==> src/hdl/ffhp_pkg.sv <==
// types and constants for the first-fragment header parser
`timescale 1ns / 1ps
package ffhp_pkg;

   typedef enum logic [2:0] {
      PH_FLAG    = 3'd0,
      PH_TUNNEL  = 3'd1,
      PH_HASH    = 3'd2,
      PH_MSGID   = 3'd3,
      PH_SIZE    = 3'd4,
      PH_PAYLOAD = 3'd5
   } phase_type;

   localparam logic [2:0] ROLE_FLAG    = 3'd0;
   localparam logic [2:0] ROLE_TUNNEL  = 3'd1;
   localparam logic [2:0] ROLE_HASH    = 3'd2;
   localparam logic [2:0] ROLE_MSGID   = 3'd3;
   localparam logic [2:0] ROLE_SIZE    = 3'd4;
   localparam logic [2:0] ROLE_PAYLOAD = 3'd5;

   localparam logic [1:0] MODE_LOCAL  = 2'd0;
   localparam logic [1:0] MODE_TUNNEL = 2'd1;
   localparam logic [1:0] MODE_ROUTER = 2'd2;
   localparam logic [1:0] MODE_BAD    = 2'd3;

   localparam logic [1:0] ERR_NONE      = 2'd0;
   localparam logic [1:0] ERR_MODE      = 2'd1;
   localparam logic [1:0] ERR_TRUNCATED = 2'd2;

   localparam int unsigned IDENT_BYTES = 4;
   localparam int unsigned SIZE_BYTES  = 2;

   typedef struct packed {
      logic [7:0] in_byte;
      logic       end_of_buffer;
   } req_word_type;

   typedef struct packed {
      logic [2:0]  byte_role;
      logic [7:0]  byte_value;
      logic [4:0]  field_offset;
      logic [1:0]  delivery_mode;
      logic        is_fragmented;
      logic [31:0] tunnel_ident;
      logic [31:0] message_ident;
      logic [15:0] payload_length;
      logic        header_done;
      logic        record_done;
      logic [1:0]  error_code;
   } rsp_word_type;

endpackage

==> src/hdl/ffhp_if.sv <==
// valid/ready channel interfaces for byte input and tagged result words
`timescale 1ns / 1ps
interface ffhp_req_if import ffhp_pkg::*; ();
   logic         valid;
   logic         ready;
   req_word_type payload;

   modport source (output valid, output payload, input ready);
   modport sink (input valid, input payload, output ready);
endinterface

interface ffhp_rsp_if import ffhp_pkg::*; ();
   logic         valid;
   logic         ready;
   rsp_word_type payload;

   modport source (output valid, output payload, input ready);
   modport sink (input valid, input payload, output ready);
endinterface

==> src/hdl/first_fragment_header_parser.sv <==
// first-fragment record parser: tags each stream byte with its header role
// each accepted byte's result word is registered and appears on rsp_chan in the cycle after it is taken
// throughput: 1 byte per cycle unless rsp_chan stalls; the parse state updates in the same cycle a byte is taken
// a full result register keeps taking bytes while rsp_chan.ready is high
// reset (synchronous): parser expects a flag byte, all assembled fields clear,
// no result word pending
`timescale 1ns / 1ps
module first_fragment_header_parser import ffhp_pkg::*; #(
   parameter int unsigned HASH_BYTES = 32
) (
   input logic        clock,
   input logic        reset,
   ffhp_req_if.sink   req_chan,
   ffhp_rsp_if.source rsp_chan
);

   localparam logic [16:0] HashCount  = 17'(HASH_BYTES);
   localparam logic [16:0] IdentCount = 17'(IDENT_BYTES);
   localparam logic [16:0] SizeCount  = 17'(SIZE_BYTES);

   phase_type    phase_ff, phase_in;
   logic [15:0]  count_ff, count_in;
   logic [1:0]   mode_ff, mode_in;
   logic         frag_ff, frag_in;
   logic [31:0]  tunnel_ff, tunnel_in;
   logic [31:0]  msgid_ff, msgid_in;
   logic [15:0]  size_ff, size_in;
   logic         rsp_valid_ff;
   rsp_word_type rsp_ff, rsp_in;

   logic        accept;
   logic [16:0] count_inc;
   logic [7:0]  b;

   assign req_chan.ready   = !rsp_valid_ff || rsp_chan.ready;
   assign accept           = req_chan.valid && req_chan.ready;
   assign rsp_chan.valid   = rsp_valid_ff;
   assign rsp_chan.payload = rsp_ff;

   assign b         = req_chan.payload.in_byte;
   assign count_inc = {1'b0, count_ff} + 17'd1;

   always_comb begin
      phase_in  = phase_ff;
      count_in  = count_ff;
      mode_in   = mode_ff;
      frag_in   = frag_ff;
      tunnel_in = tunnel_ff;
      msgid_in  = msgid_ff;
      size_in   = size_ff;
      rsp_in    = '0;
      rsp_in.byte_value = b;
      case (phase_ff)
         PH_TUNNEL: begin
            rsp_in.byte_role    = ROLE_TUNNEL;
            rsp_in.field_offset = count_ff[4:0];
            tunnel_in           = {tunnel_ff[23:0], b};
            count_in            = count_inc[15:0];
            if (count_inc >= IdentCount) begin
               count_in = '0;
               phase_in = PH_HASH;
            end
         end
         PH_HASH: begin
            rsp_in.byte_role    = ROLE_HASH;
            rsp_in.field_offset = count_ff[4:0];
            count_in            = count_inc[15:0];
            if (count_inc >= HashCount) begin
               count_in = '0;
               phase_in = frag_ff ? PH_MSGID : PH_SIZE;
            end
         end
         PH_MSGID: begin
            rsp_in.byte_role    = ROLE_MSGID;
            rsp_in.field_offset = count_ff[4:0];
            msgid_in            = {msgid_ff[23:0], b};
            count_in            = count_inc[15:0];
            if (count_inc >= IdentCount) begin
               count_in = '0;
               phase_in = PH_SIZE;
            end
         end
         PH_SIZE: begin
            rsp_in.byte_role    = ROLE_SIZE;
            rsp_in.field_offset = count_ff[4:0];
            size_in             = {size_ff[7:0], b};
            count_in            = count_inc[15:0];
            if (count_inc >= SizeCount) begin
               count_in           = '0;
               rsp_in.header_done = 1'b1;
               if (size_in == 16'd0) begin
                  rsp_in.record_done = 1'b1;
                  phase_in           = PH_FLAG;
               end else begin
                  phase_in = PH_PAYLOAD;
               end
            end
         end
         PH_PAYLOAD: begin
            rsp_in.byte_role = ROLE_PAYLOAD;
            count_in         = count_inc[15:0];
            if (count_in >= size_ff) begin
               count_in           = '0;
               rsp_in.record_done = 1'b1;
               phase_in           = PH_FLAG;
            end
         end
         default: begin
            rsp_in.byte_role = ROLE_FLAG;
            tunnel_in        = '0;
            msgid_in         = '0;
            size_in          = '0;
            count_in         = '0;
            mode_in          = b[6:5];
            frag_in          = b[3];
            case (b[6:5])
               MODE_TUNNEL: phase_in = PH_TUNNEL;
               MODE_ROUTER: phase_in = PH_HASH;
               MODE_LOCAL:  phase_in = b[3] ? PH_MSGID : PH_SIZE;
               default: begin
                  rsp_in.error_code = ERR_MODE;
                  mode_in           = MODE_LOCAL;
                  frag_in           = 1'b0;
                  phase_in          = PH_FLAG;
               end
            endcase
         end
      endcase

      // end of buffer before the record completes
      if (rsp_in.error_code == ERR_NONE && req_chan.payload.end_of_buffer
          && !rsp_in.record_done) begin
         rsp_in.error_code = ERR_TRUNCATED;
         count_in          = '0;
         phase_in          = PH_FLAG;
      end

      rsp_in.delivery_mode  = mode_in;
      rsp_in.is_fragmented  = frag_in;
      rsp_in.tunnel_ident   = tunnel_in;
      rsp_in.message_ident  = msgid_in;
      rsp_in.payload_length = size_in;
   end

   always_ff @(posedge clock) begin
      if (reset) begin
         phase_ff     <= PH_FLAG;
         count_ff     <= '0;
         mode_ff      <= MODE_LOCAL;
         frag_ff      <= 1'b0;
         tunnel_ff    <= '0;
         msgid_ff     <= '0;
         size_ff      <= '0;
         rsp_valid_ff <= 1'b0;
      end else begin
         if (accept) begin
            phase_ff     <= phase_in;
            count_ff     <= count_in;
            mode_ff      <= mode_in;
            frag_ff      <= frag_in;
            tunnel_ff    <= tunnel_in;
            msgid_ff     <= msgid_in;
            size_ff      <= size_in;
            rsp_valid_ff <= 1'b1;
         end else if (rsp_chan.ready) begin
            rsp_valid_ff <= 1'b0;
         end
      end
   end

   // result word register
   always_ff @(posedge clock) begin
      if (accept) begin
         rsp_ff <= rsp_in;
      end
   end

endmodule
==> src/flat_wrapper.sv <==
// flat-port wrapper written by rule: the top's interface ports become plain ports
module first_fragment_header_parser_flat import ffhp_pkg::*;
#(
   parameter int unsigned HASH_BYTES = 32
)
  (clock, reset, req_chan_valid, req_chan_payload, req_chan_ready, rsp_chan_valid, rsp_chan_payload, rsp_chan_ready);
  ffhp_req_if req_chan_i ();
  ffhp_rsp_if rsp_chan_i ();
  input logic clock;
  input logic reset;
  input wire logic [$bits(req_chan_i.valid)-1:0] req_chan_valid;
  input wire logic [$bits(req_chan_i.payload)-1:0] req_chan_payload;
  output wire logic [$bits(req_chan_i.ready)-1:0] req_chan_ready;
  output wire logic [$bits(rsp_chan_i.valid)-1:0] rsp_chan_valid;
  output wire logic [$bits(rsp_chan_i.payload)-1:0] rsp_chan_payload;
  input wire logic [$bits(rsp_chan_i.ready)-1:0] rsp_chan_ready;
  assign req_chan_i.valid = req_chan_valid;
  assign req_chan_i.payload = req_chan_payload;
  assign req_chan_ready = req_chan_i.ready;
  assign rsp_chan_valid = rsp_chan_i.valid;
  assign rsp_chan_payload = rsp_chan_i.payload;
  assign rsp_chan_i.ready = rsp_chan_ready;
  first_fragment_header_parser #(.HASH_BYTES(HASH_BYTES)) u_core (.clock(clock), .reset(reset), .req_chan(req_chan_i), .rsp_chan(rsp_chan_i));
endmodule
==> config.mk <==
export PLATFORM = sky130hd
export DESIGN_NAME = first_fragment_header_parser_flat
export DESIGN_NICKNAME = d
export VERILOG_FILES = /design/src/hdl/ffhp_pkg.sv /design/src/hdl/ffhp_if.sv /design/src/hdl/first_fragment_header_parser.sv /design/src/flat_wrapper.sv
export SDC_FILE = /design/constraint.sdc
export NUM_CORES = 1
export LEC_CHECK = 0
export ABC_AREA = 1
export BUFFER_PORTS_ARGS = -buffer_cell sky130_fd_sc_hd__buf_4
export CAP_MARGIN = 10
export CORE_MARGIN = 1.5
export CORE_UTILIZATION = 49
export CTS_BUF_LIST = sky130_fd_sc_hd__clkbuf_8
export CTS_CLUSTER_SIZE = 8
export DETAILED_ROUTE_END_ITERATION = 8
export PLACE_DENSITY_LB_ADDON = 0.2
export SLEW_MARGIN = 0
export SYNTH_ARGS = -nofsm -noshare
export SYNTH_HDL_FRONTEND = slang
export SYNTH_SLANG_ARGS = --single-unit
==> constraint.sdc <==
create_clock -name clock -period 9 [get_ports clock]
set_input_delay 0.45 -clock clock [delete_from_list [all_inputs] [get_ports clock]]
set_output_delay 0.45 -clock clock [all_outputs]
set_load 0.02 [all_outputs]
## Yosys cells after proc, flatten, opt, wreduce, memory -nomap -nowiden

Cells that the tools add are included.

| storage, ports and cells | value |
|---|---|
| logic and storage cells | 87 |
| bits in registers | 206 |
| output and inout bits | 105 |
| input bits | 13 |

| operators by class | value |
|---|---|
| mux-type cells | 33 |
| $lt $le $gt $ge | 4 |
| $add $sub $neg | 1 |
| equality and inequality tests | 12 |
| reductions and logical operators | 18 |

Operators by type and width:

| operator | number |
|---|---|
| $pmux 32 s2 | 2 |
| $mux 16 | 5 |
| $pmux 16 s4 | 1 |
| $pmux 16 s2 | 1 |
| $pmux 3 s5 | 2 |
| $mux 3 | 9 |
| $add 16x1->17 const B | 1 |
| $ge 17x2->1 const B | 1 |
| $ge 17x3->1 const B | 1 |
| $ge 17x6->1 const B | 1 |
| $ge 16x16->1 | 1 |
| $logic_not 16->1 | 1 |
| $reduce_or 4->1 | 4 |
| $ne 3x1->1 const B | 5 |
| $pmux 3 s3 | 1 |
| $mux 2 | 4 |
| $mux 1 | 7 |
| $eq 3x2->1 const B | 2 |
| $eq 3x3->1 const B | 2 |
| $reduce_and 6->1 | 1 |
| $reduce_or 5->1 | 1 |
| $logic_not 2->1 | 2 |
| $eq 3x1->1 const B | 1 |
| $logic_and 1x1->1 | 3 |
| 8 further kinds | 9 |

## Depth between registers and ports, before layout

| logic depth | value |
|---|---|
| depth in word-level cells | 9 |
| depth in mapped cells | 21 |
| mapped depth without buffers | 20 |

## Worst setup path after synthesis

OpenSTA, ideal clock, no wires.

| timing path | value |
|---|---|
| path kind | in2reg |
| start point | in rsp_chan_ready |
| end point | reg u_core.rsp_ff, in the netlist u_core.rsp_chan.payload[0] (enable) |
| path slack | 4.849 ns |
| library setup time | 1.067 ns |
| required time | 7.934 ns |
| buffers on the path | 1 |
| stages | 5 |
| data arrival time | 3.085 ns |
| cells stage by stage | inv_1 nand2_1 nand2_1 clkbuf_1 clkinv_1 |

| between the ends | value |
|---|---|
| word-level cells in the longest chain between the ends | 2 |

Ends and longest elaborated chain:

| item | RTL line | source |
|---|---|---|
| start: declaration | flat_wrapper.sv:16 | `input wire logic [$bits(rsp_chan_i.ready)-1:0] rsp_chan_ready;` |
| $logic_or 1x1->1 | first_fragment_header_parser.sv:35 | `assign req_chan.ready = !rsp_valid_ff \|\| rsp_chan.ready;` |
| via req_chan_ready | flat_wrapper.sv:13 | `output wire logic [$bits(req_chan_i.ready)-1:0] req_chan_ready;` |
| $logic_and 1x1->1 | first_fragment_header_parser.sv:36 | `assign accept = req_chan.valid && req_chan.ready;` |
| via u_core.accept | first_fragment_header_parser.sv:31 | `logic accept;` |
| end signal: assignment | first_fragment_header_parser.sv:174 | `rsp_ff <= rsp_in;` |
| end: declaration | first_fragment_header_parser.sv:29 | `rsp_word_type rsp_ff, rsp_in;` |

The timed path passes the listed nets, and every way through them passes these cells.
A chain may end at the register's enable or synchronous reset.

## Worst setup path after layout

| timing path | value |
|---|---|
| start point | reg u_core.count_ff[0] |
| end point | reg u_core.phase_ff[2] |

| between the ends | value |
|---|---|
| word-level cells in the longest chain between the ends | 8 |
| elaborated cells between the ends (all ways) | 17 |
| classes of those cells | 1 x add/sub; 4 x order compare; 5 x eq/ne; 4 x mux; 3 x reduce/logical |

Ends and longest elaborated chain:

| item | RTL line | source |
|---|---|---|
| start: declaration | first_fragment_header_parser.sv:22 | `logic [15:0] count_ff, count_in;` |
| start signal: assignment | first_fragment_header_parser.sv:158 | `count_ff <= count_in;` |
| $add 16x1->17 * | first_fragment_header_parser.sv:41 | `assign count_inc = {1'b0, count_ff} + 17'd1;` |
| $ge 17x2->1 / $ge 16x16->1 (equally long branches) | first_fragment_header_parser.sv:88, first_fragment_header_parser.sv:102 |  |
| $mux 2 / $mux 1 (equally long branches) | first_fragment_header_parser.sv:88, first_fragment_header_parser.sv:102 |  |
| $pmux 1 s2 | first_fragment_header_parser.sv:53 | `case (phase_ff)` |
| $logic_not 1->1 | first_fragment_header_parser.sv:132 | `&& !rsp_in.record_done) begin` |
| $logic_and 1x1->1 | first_fragment_header_parser.sv:132 |  |
| $ne 3x1->1 (no line) | -- |  |
| $reduce_and 6->1 (no line) | -- |  |
| end signal: assignment | first_fragment_header_parser.sv:157 | `phase_ff <= phase_in;` |
| end: declaration | first_fragment_header_parser.sv:21 | `phase_type phase_ff, phase_in;` |

Every way passes the cells marked *; elsewhere a longest branch is shown, timed or not.

==> results.json <==
{
  "cts-root-buf": "clkbuf_8",
  "routed_wl_um": 20900,
  "antenna_found_initial": 0,
  "crit_buf_inv": 2,
  "cp-end-kind": "register",
  "core_um2": 18100,
  "cp-start-kind": "register",
  "synth-edff-count": 103,
  "grt_pass1_vias": 6381,
  "reg2regPathDepth": 19,
  "gp_congestion": 0.845,
  "syn-num-nets": 1034,
  "rows": 49,
  "critPathTopFamily": "simple AND/OR/NAND/NOR gates",
  "drcViolationCount": 8,
  "crit_chain": "inv_1 -> nor2_4 -> nand2_2 -> nor2_1 -> nand2_1 -> nand2_1 -> inv_1 -> ha_1 -> a21oi_1 -> o21ai_0 -> a21oi_1 -> a21boi_0 -> nand2_1 -> nand2_1 -> nand3_4 -> nand2_2 -> nand2_1 -> nor2_2 -> nor2_2",
  "violations": "DRC",
  "drt-vias-per-instance": 5.24,
  "multi_input_area_um2": 2900,
  "port_buffers": 117,
  "cts_num_sinks": 206,
  "ys_ff_latch": 206,
  "grt.overflow.total": 0,
  "whs_path_depth": 1,
  "ys_types": 37,
  "grt_use_total_pct": 21.4,
  "synthArstFlopShare_pct": 0,
  "synth_area_per_cell_um2": 9.06,
  "ys_seq_area_share_pct": 56.7,
  "synthCells": 1003,
  "worstSetupPathType": "register to register",
  "grt_max_degree": 101,
  "slew_viol_final": 0,
  "fin_worst_skew_ns": 0.0161,
  "crit_required_ns": 9.41,
  "p_leak_nw": 4.87,
  "cts_hold_buffers": 0,
  "cellPowerDensity_nw_per_um2": 211,
  "cp.arrival_ns": 3.63,
  "drt_iter0_drc": 625,
  "cpPeakStageDelay_ns": 0.45,
  "syn_to_final_growth_pct": 17.8,
  "ys.flop_type": "edfxtp_1",
  "rsz0062_at_grt": "false",
  "worstMarginPinSlew_ns": 1.13,
  "relSlewSlack_pct": 24.6,
  "place_area_um2": 10100,
  "dr.pass1.iters": 7,
  "yosys_warnings": 0,
  "final_nets": 1140,
  "vias": 7147,
  "grt_pass1_wl_um": 33100,
  "cts_tree": "done",
  "postRouteAntennaNets": 0,
  "htree_num_levels": 2,
  "drive_above_1_share_pct": 17.5,
  "p_total_mw": 2.25,
  "status": "complete, but fails checks",
  "crit_fanout": 21,
  "worstSetupPathDepth": 19,
  "dp_hpwl_um": 13400,
  "final-hold-violation-count": 0,
  "wire_per_inst_um": 15.4,
  "fin_tns_setup_ns": 0,
  "path_clk_slew_ns": 0.06,
  "nFillCells": 1562,
  "fin_crit_sh_pct": 35.8,
  "cpMostUsedCell": "nand2_1",
  "antenna_cells": 0,
  "post_cts_resized": 0,
  "area.sequential_um2": 5150,
  "insertion_delay_ns": 0.52,
  "fmax_mhz": 310,
  "fin_area_um2": 10700,
  "setup_viol": 0,
  "clock_path_buffers": 3,
  "io_pins": 118,
  "slowest_stage": "dfxtp_1",
  "ir_drop_uv": 161,
  "drv_cap": 0,
  "fin_crit_ns": 3.22,
  "dieArea_um2": 19400,
  "syn_area_um2": 9080,
  "postCtsSetupRepairBufs": 0,
  "hold_class": "primary input to register",
  "dieWidth_um": 139,
  "die_y_um": 139,
  "start_util_pct": 50.2,
  "cts_made_buffers": 34
}
==> flip-flops by register name, indices dropped and copies added (netlist names) <==
register                 flops
u_core.size_ff              16
u_core.msgid_ff             32
u_core.tunnel_ff            32
u_core.frag_ff               1
u_core.rsp_chan.payload    103
u_core.count_ff             16
u_core.phase_ff              3
u_core.mode_ff               2
u_core.rsp_chan.valid        1
==> power by group <==
group	switching, mW	total, mW	internal (mW)	leakage, nW
logic	0.279	0.407	0.128	2.60
registers	0.0234	1.09	1.07	1.89
clock network	0.362	0.753	0.391	0.383
==> stage by stage <==
step | instances | worst slack, ns | hold slack [ns] | utilization (%)
final | 1363 | 5.78 | 0.119 | 59.2
after CTS | 1363 | 5.81 | 0.0967 | 59.2
after global routing | 1363 | 5.39 | 0.0951 | 59.2
after global placement | 1302 | 5.91 | 0.485 | 55.7
after floorplan | 1003 | 4.85 | 0.460 | -
after detailed placement | 1302 | 5.84 | 0.492 | 55.7
==> placed cells by master (no fill, tap or decap), types with 3 or more instances in the layout <==
master	n
a21oi_1	111
buf_4	121
clkbuf_8	35
dfxtp_1	103
edfxtp_1	103
ha_1	18
inv_1	237
nand2_1	86
nand2_2	9
nand2_4	3
nand3_1	18
nand3_2	4
nand4_1	25
nor2_1	42
nor2_2	8
nor2_4	6
nor3_1	4
o21ai_0	92
o22ai_1	80
==> path summary, 6_finish.rpt <==
kind / start / to / slack [ns]
max: u_core.count_ff[0] / u_core.phase_ff[2] / 5.78
min reg2reg: u_core.count_ff[15] / u_core.count_ff[15] / 0.50
min: req_chan_payload[8] / u_core.rsp_chan.payload[99] / 0.12
max reg2reg: u_core.count_ff[0] / u_core.phase_ff[2] / 5.78
==> logic make-up (layout without fill, tap and decap cells) <==
group	count (synthesis)	count (layout)	synth area share [%]
flops	206	206	56.7
compound gates	294	294	17.6
buf+inv	272	403	11.5
simple gates	211	211	11.5
xor+xnor	2	2	0.193
fa+ha+maj	18	18	2.48
==> synthesized netlist by cell type, types with 2 or more instances <==
| master | count | area (µm²) |
|---|---|---|
| o21bai_1 | 2 | 15.0 |
| o31ai_1 | 2 | 15.0 |
| clkinv_1 | 2 | 7.51 |
| a211oi_1 | 2 | 15.0 |
| a21oi_1 | 111 | 556 |
| nand3_1 | 18 | 90.1 |
| nand2_1 | 87 | 327 |
| nand2_2 | 9 | 56.3 |
| o21ai_0 | 92 | 460 |
| buf_4 | 2 | 15.0 |
| o22ai_1 | 80 | 500 |
| nand3_2 | 4 | 40.0 |
| nand3_4 | 2 | 35.0 |
| edfxtp_1 | 103 | 3090 |
| nor2_2 | 7 | 43.8 |
| xor2_1 | 2 | 17.5 |
| inv_2 | 2 | 7.51 |
| nor2_1 | 43 | 161 |
| nand4_1 | 25 | 156 |
| nor2_4 | 6 | 67.6 |
| nand2_4 | 2 | 22.5 |
| inv_1 | 217 | 815 |
| clkbuf_1 | 45 | 169 |
| buf_6 | 2 | 22.5 |
| nor3_1 | 5 | 25.0 |
| ha_1 | 18 | 225 |
| dfxtp_1 | 103 | 2060 |
==> per-layer routing <==
layer  track usage, %  up-vias  wire [µm]
li1                 -     3593          -
met1             30.6     3291       9900
met2             32.1      230       9270
met3             4.94       33       1330
met4             7.05        0        425
met5                0        -          0
==> area by class of cell <==
type / instances / share of cell area [%]
Sequential cell: 206 / 48.2
Timing Repair Buffer: 121 / 8.49
Inverter: 221 / 7.78
Multi-Input combinational cell: 525 / 27.1
Clock buffer: 35 / 4.50
Clock inverter: 26 / 1.29
Tap cell: 229 / 2.68
(Power assumes the default switching activity.)
